==> src/rtl/lrp_pkg.sv <==
// Shared types and codes for the LR parse engine.
// Used by lrp_front, lrp_back and the top level; depends on nothing.
`timescale 1ns / 1ps

package lrp_pkg;

  localparam logic [2:0] OPC_LOAD_ACTION = 3'd0;
  localparam logic [2:0] OPC_LOAD_PROD   = 3'd1;
  localparam logic [2:0] OPC_LOAD_BODY   = 3'd2;
  localparam logic [2:0] OPC_START       = 3'd3;
  localparam logic [2:0] OPC_TOKEN       = 3'd4;

  localparam logic [2:0] KIND_EMPTY    = 3'd0;
  localparam logic [2:0] KIND_SHIFT    = 3'd1;
  localparam logic [2:0] KIND_GOTO     = 3'd2;
  localparam logic [2:0] KIND_REDUCE   = 3'd3;
  localparam logic [2:0] KIND_ACCEPT   = 3'd4;
  localparam logic [2:0] KIND_CONFLICT = 3'd5;

  localparam logic [3:0] OUT_REDUCED  = 4'd0;
  localparam logic [3:0] OUT_SHIFTED  = 4'd1;
  localparam logic [3:0] OUT_ACCEPTED = 4'd2;
  localparam logic [3:0] OUT_NOACTION = 4'd3;
  localparam logic [3:0] OUT_CONFLICT = 4'd4;
  localparam logic [3:0] OUT_MISMATCH = 4'd5;
  localparam logic [3:0] OUT_OVERFLOW = 4'd6;
  localparam logic [3:0] OUT_IDLE     = 4'd7;
  localparam logic [3:0] OUT_CHAIN    = 4'd8;

  localparam logic [1:0] REG_START_STATE = 2'd0;

  typedef enum logic [2:0] {
    CLS_LOAD_ACTION,
    CLS_LOAD_PROD,
    CLS_LOAD_BODY,
    CLS_START,
    CLS_TOKEN,
    CLS_NOP
  } item_cls_t;

  typedef struct packed {
    item_cls_t  cls;
    logic [7:0] entry_state;
    logic [5:0] entry_symbol;
    logic [2:0] entry_kind;
    logic [7:0] entry_target;
    logic [6:0] prod_index;
    logic [5:0] prod_head;
    logic [3:0] prod_length;
    logic [3:0] body_position;
    logic [5:0] body_symbol;
    logic [5:0] token;
  } item_t;

  typedef enum logic [3:0] {
    ST_IDLE,
    ST_LOOKUP,
    ST_ACT,
    ST_RED_LEN,
    ST_RED_RD,
    ST_RED_CMP,
    ST_RED_POP,
    ST_RED_TOP,
    ST_EMIT
  } eng_state_t;

endpackage

==> src/rtl/lrp_front.sv <==
// Front end: accepts input items, decodes the opcode into an item class and
// queues them for the engine in a two-entry queue. Depends on lrp_pkg.
`timescale 1ns / 1ps

module lrp_front (
  input  logic           clk,
  input  logic           rst,
  input  logic           valid,
  output logic           ready,
  input  logic [2:0]     opcode,
  input  logic [7:0]     entry_state,
  input  logic [5:0]     entry_symbol,
  input  logic [2:0]     entry_kind,
  input  logic [7:0]     entry_target,
  input  logic [6:0]     prod_index,
  input  logic [5:0]     prod_head,
  input  logic [3:0]     prod_length,
  input  logic [3:0]     body_position,
  input  logic [5:0]     body_symbol,
  input  logic [5:0]     token,
  output logic           q_valid,
  output lrp_pkg::item_t q_item,
  input  logic           q_pop
);

  lrp_pkg::item_t    entries [2];
  lrp_pkg::item_t    item_in;
  lrp_pkg::item_cls_t cls;
  logic              wr_ptr;
  logic              rd_ptr;
  logic [1:0]        count;
  logic              push;

  always_comb begin
    case (opcode)
      lrp_pkg::OPC_LOAD_ACTION: cls = lrp_pkg::CLS_LOAD_ACTION;
      lrp_pkg::OPC_LOAD_PROD:   cls = lrp_pkg::CLS_LOAD_PROD;
      lrp_pkg::OPC_LOAD_BODY:   cls = lrp_pkg::CLS_LOAD_BODY;
      lrp_pkg::OPC_START:       cls = lrp_pkg::CLS_START;
      lrp_pkg::OPC_TOKEN:       cls = lrp_pkg::CLS_TOKEN;
      default:                  cls = lrp_pkg::CLS_NOP;
    endcase
  end

  always_comb begin
    item_in.cls           = cls;
    item_in.entry_state   = entry_state;
    item_in.entry_symbol  = entry_symbol;
    item_in.entry_kind    = entry_kind;
    item_in.entry_target  = entry_target;
    item_in.prod_index    = prod_index;
    item_in.prod_head     = prod_head;
    item_in.prod_length   = prod_length;
    item_in.body_position = body_position;
    item_in.body_symbol   = body_symbol;
    item_in.token         = token;
  end

  assign ready   = (count != 2'd2);
  assign push    = valid && ready;
  assign q_valid = (count != 2'd0);
  assign q_item  = entries[rd_ptr];

  always_ff @(posedge clk) begin
    if (push) begin
      entries[wr_ptr] <= item_in;
    end
  end

  always_ff @(posedge clk) begin
    if (rst) begin
      wr_ptr <= 1'b0;
      rd_ptr <= 1'b0;
      count  <= 2'd0;
    end else begin
      if (push) begin
        wr_ptr <= ~wr_ptr;
      end
      if (q_pop) begin
        rd_ptr <= ~rd_ptr;
      end
      count <= count + 2'(push) - 2'(q_pop);
    end
  end

endmodule

==> config.mk <==
export PLATFORM = sky130hd
export DESIGN_NAME = lrp_front
export DESIGN_NICKNAME = d
export VERILOG_FILES = /design/src/rtl/lrp_pkg.sv /design/src/rtl/lrp_front.sv
export SDC_FILE = /design/constraint.sdc
export NUM_CORES = 1
export LEC_CHECK = 0
export BUFFER_PORTS_ARGS = -buffer_cell sky130_fd_sc_hd__buf_2
export CORE_MARGIN = 3
export CORE_UTILIZATION = 40
export DETAILED_ROUTE_END_ITERATION = 10
export GPL_ROUTABILITY_DRIVEN = 0
export GPL_TIMING_DRIVEN = 1
export HOLD_SLACK_MARGIN = 0.15
export PLACE_DENSITY = 0.69
export SLEW_MARGIN = 5
export SYNTH_ARGS = -nofsm -noshare
export SYNTH_HDL_FRONTEND = slang
export SYNTH_SLANG_ARGS = --single-unit
export TNS_END_PERCENT = 100
==> constraint.sdc <==
create_clock -name clk -period 2.35 [get_ports clk]
set_input_delay 0.1175 -clock clk [delete_from_list [all_inputs] [get_ports clk]]
set_output_delay 0.1175 -clock clk [all_outputs]
set_load 0.05 [all_outputs]
; Word level (Yosys, flattened, before mapping)
; Memory sizes are Yosys's and may differ from the RTL's. A register that Yosys moved wholly into a read port is not among the register bits.
; Cells that the tools add are included.
[classes]
n_addsub = 2
n_eq_ne = 5
mux = 5
bitwise_logic = 2
n_reduce_logical = 3
[op_table]
columns = cell, n
row1 = $pmux W3 S5, 1
row2 = $eq A3 B2 Y1 const B, 2
row3 = $mux W1, 4
row4 = $eq A3 B1 Y1 const B, 1
row5 = $eq A3 B3 Y1 const B, 1
row6 = $logic_not A3 Y1, 1
row7 = $add A2 B1 Y2, 1
row8 = $ne A2 B2 Y1 const B, 1
row9 = $not A1 Y1, 2
row10 = $reduce_bool A2 Y1, 1
row11 = $sub A2 B1 Y2, 1
row12 = $logic_and A1 B1 Y1, 1
[word_totals]
regBits = 4
mem_bits_rw = 122
inputBits = 65
output_inout_bits = 63
wordCells = 21
mem_count = 1
[mem_list]
columns = name, words, word_bits, read_ports, rd_clocked_by_memory_dff, wr, line
row1 = entries, 2, 61, 1, 1, 1, lrp_front.sv:26  ; lrp_pkg::item_t entries [2];

; Longest topological paths before layout
[logic_depth]
word_depth = 4
depth_mapped = 7
ltp_nobuf = 7

; Worst setup path before layout
; OpenSTA, ideal clock, no wires.
[synth_path]
kind = reg-to-reg
from = register count[0]
to = memory entries[0][0] (netlist name) (enable)
setup_ns = 0.415
arrival_ns = 2.214
required_ns = 1.935
setup_slack_ns = -0.279
stages_incl_launch_ff = 4
path_buffers = 0
synth_period_minus_slack_ns = 2.629
cell_sequence = dfxtp_1 nand2b_1 nand3b_1 inv_1
[synth_via]
elab_chain_cells = 4
[synth_rtl]
columns = item, line
row1 = from (decl), lrp_front.sv:31  ; logic [1:0] count;
row2 = from (signal assigned), lrp_front.sv:82  ; count <= count + 2'(push) - 2'(q_pop);
row3 = $ne A2 B2 Y1, lrp_front.sv:59  ; assign ready = (count != 2'd2);
row4 = named net ready, lrp_front.sv:9  ; output logic ready,
row5 = $logic_and A1 B1 Y1, lrp_front.sv:60  ; assign push = valid && ready;
row6 = $mux W1, lrp_front.sv:65  ; if (push) begin
row7 = $mux W1 (not written as such), lrp_front.sv:66  ; entries[wr_ptr] <= item_in;
row8 = to (decl), lrp_front.sv:26
; The timed path passes the listed nets, and every way through them passes these cells.

==> impl_metrics.tcl <==
set metrics [dict create \
    core_mm2 0.0111 \
    leakagePower_nw 2.57 \
    vias 2701 \
    cts_tree "done" \
    crit_path_end "q_item[11]" \
    synth_warnings 0 \
    wirelength_um 8860 \
    status "completed" \
    synthMostInstantiatedCell "edfxtp_1" \
    r2r_start "count[0]" \
    met1_length_um 3720 \
    grt-ovfl-total 0 \
    antennaDiodeCount 0 \
    avgSynthCellArea_um2 21.1 \
    cp_max_fo 32 \
    ir_drop_v 0.000485 \
    clk_latency_ns 0.40 \
    yosysSeqAreaShare_pct 80.7 \
    rsz0062_at_grt "no" \
    wl_met3_um 548 \
    fin_skew_ns 0.0122 \
    max_freq_mhz 542 \
    p_per_area_mw_per_mm2 960 \
    arrival_ns 1.73 \
    h-tree-depth 4 \
    fin_tns_setup_ns 0 \
    yosys-top-cells-area "edfxtp_1 79%, mux2_2 9.9%, mux2_1 4.8%, dfxtp_1 2.1%, buf_2 0.75%" \
    dpl.hpwl_um 5300 \
    rows 38 \
    antenna_found_initial 0 \
    relSlewSlack_pct 67.9 \
    synth-edff-count 122 \
    hp-class "in -> reg" \
    ys_types 24 \
    post_drt_wl_per_cell_um 15.2 \
    whs_ns 0.444 \
    cts_root_buffer "clkbuf_16" \
    maxCapViolCount 0 \
    clock-sinks 127 \
    period_share_pct 78.5 \
    async_flop_share_pct 0 \
    slew_violations 0 \
    ys_seq_elements 127 \
    grt_pass1_wl_um 14400 \
    first_global_vias 2957 \
    drt-pass1-iter-count 4 \
    fin_nets 497 \
    holdPathStages 2 \
    avgViaCountPerCell 4.64 \
    hold_viol_final 0 \
    ant_nets 0 \
    syn2layout_area_growth_pct 43.8 \
    drt-initial-drc-count 107 \
    cp-end-kind "output port" \
    yosys-top-cells-count "122 x edfxtp_1, 41 x mux2_2, 20 x mux2_1" \
    fin_crit_ns 1.84 \
    cts_resized 0 \
    ios 128 \
    dr_wl_met2_um 4480 \
    numCtsBuffers 17 \
    setup_viol 0 \
    cts_max_path_buffers 2 \
    drc 0 \
    synth.top_cell.area_share_pct 78.6 \
    clkTransAtPathRegs_ns 0.05 \
    ys.flop_type "edfxtp_1" \
    worstPathRequired_ns 2.23 \
    die_area_mm2 0.0130 \
    worstSetupPathType "reg -> out" \
    r2r-end "count[1]" \
    die_h_um 114 \
    fin_cells 582 \
    synth_fp_nets 287 \
    tightest_slew_ns 0.481 \
    track_usage_pct 14.4 \
    routed.top_layer "met4" \
    ff2ff_path_depth 6 \
    drive_gt1_share_pct 45.9 \
    grt_max_degree 36 \
    start_kind "flop" \
    synth_top_area_cell "edfxtp_1" \
    r2r_setup_slack_ns 0.67 \
    die_width_um 114 \
    syn_inst 221 \
    dp.cells 486 \
    initial_core_util_pct 41.9 \
    synth_area_mm2 0.00466 \
    portBuffers 127 \
]
[power breakdown]
group	internal (mW)	total, mW	switching (mW)
Sequential	2.71	2.76	0.0430
Clock	1.63	2.47	0.833
Combinational	0.372	1.21	0.843
[layout make-up]
cell class,count,area [um2]
Clock buffer,20,437
Clock inverter,10,121
Fill cell,867,4420
Inverter,3,15.0
Multi-Input combinational cell,83,848
Sequential cell,127,3760
Tap cell,140,175
Timing Repair Buffer,199,1340
[cell families (layout without fill, tap and decap cells)]
kind of cell | count (synthesis) | in the layout | share of synthesized area [%]
simple gates | 14 | 14 | 1.99
compound gates | 5 | 5 | 0.832
mux | 61 | 61 | 14.7
buf+inv | 11 | 232 | 1.07
fa+ha+maj | 1 | 1 | 0.268
xor+xnor | 2 | 2 | 0.376
flops | 127 | 127 | 80.7
[metrics by stage]
step                total power, mW  instance area [um2]  util (%)  setup slack, ns
detailed placement             3.94                 5480      49.3            0.668
global placement               3.92                 5480      49.3            0.750
floorplan                      3.64                 4670         -           0.0187
CTS                            6.51                 6700      60.2            0.460
global route                   6.70                 6700      60.2            0.399
finish                         6.44                 6700      60.2            0.506
[flip-flops by register name (all words and copies together), names as in the netlist, named ones only]
name	flops
rd_ptr	1
entries	122
count	2
wr_ptr	1
[worst max-delay path: stages, from the launching register on]
cell     delay [ns]
dfxtp_2        0.32
buf_4          0.39
mux2_2         0.40
buf_2          0.21
[timing repair]
item	in CTS	in global routing
setup buffers	0	0
hold buffers	66	0
endpoints found under the hold margin	127	0
[cell usage in the layout (no fill, tap or decap), types with 4 or more instances in the layout]
cell type and instances:
dfxtp_1 4, clkbuf_16 17, mux2_2 41, buf_4 6
clkinv_2 4, edfxtp_1 122, buf_2 127, dlygate4sd3_1 66
mux2_1 20
[worst min path at each step]
| stage | start | to | slack (ns) |
|---|---|---|---|
| 4_1_cts | entry_symbol[3] | entries[1][47] | 0.42 |
| 6_report | token[5] | entries[0][5] | 0.44 |
| 3_5_place_dp | entry_state[6] | entries[0][56] | 0.31 |
| 2_1_floorplan | rst | wr_ptr | 0.19 |
| 5_1_grt | token[5] | entries[1][5] | 0.43 |
| 3_3_place_gp | entry_state[7] | entries[1][57] | 0.31 |
[metal layers]
metal	GRT usage (%)	up-vias
met2	24.7	93
met4	5.78	0
met5	0	-
met1	16.4	1309
li1	-	1288
met3	5.31	11
Note: power is estimated with default switching activity, not from simulation.
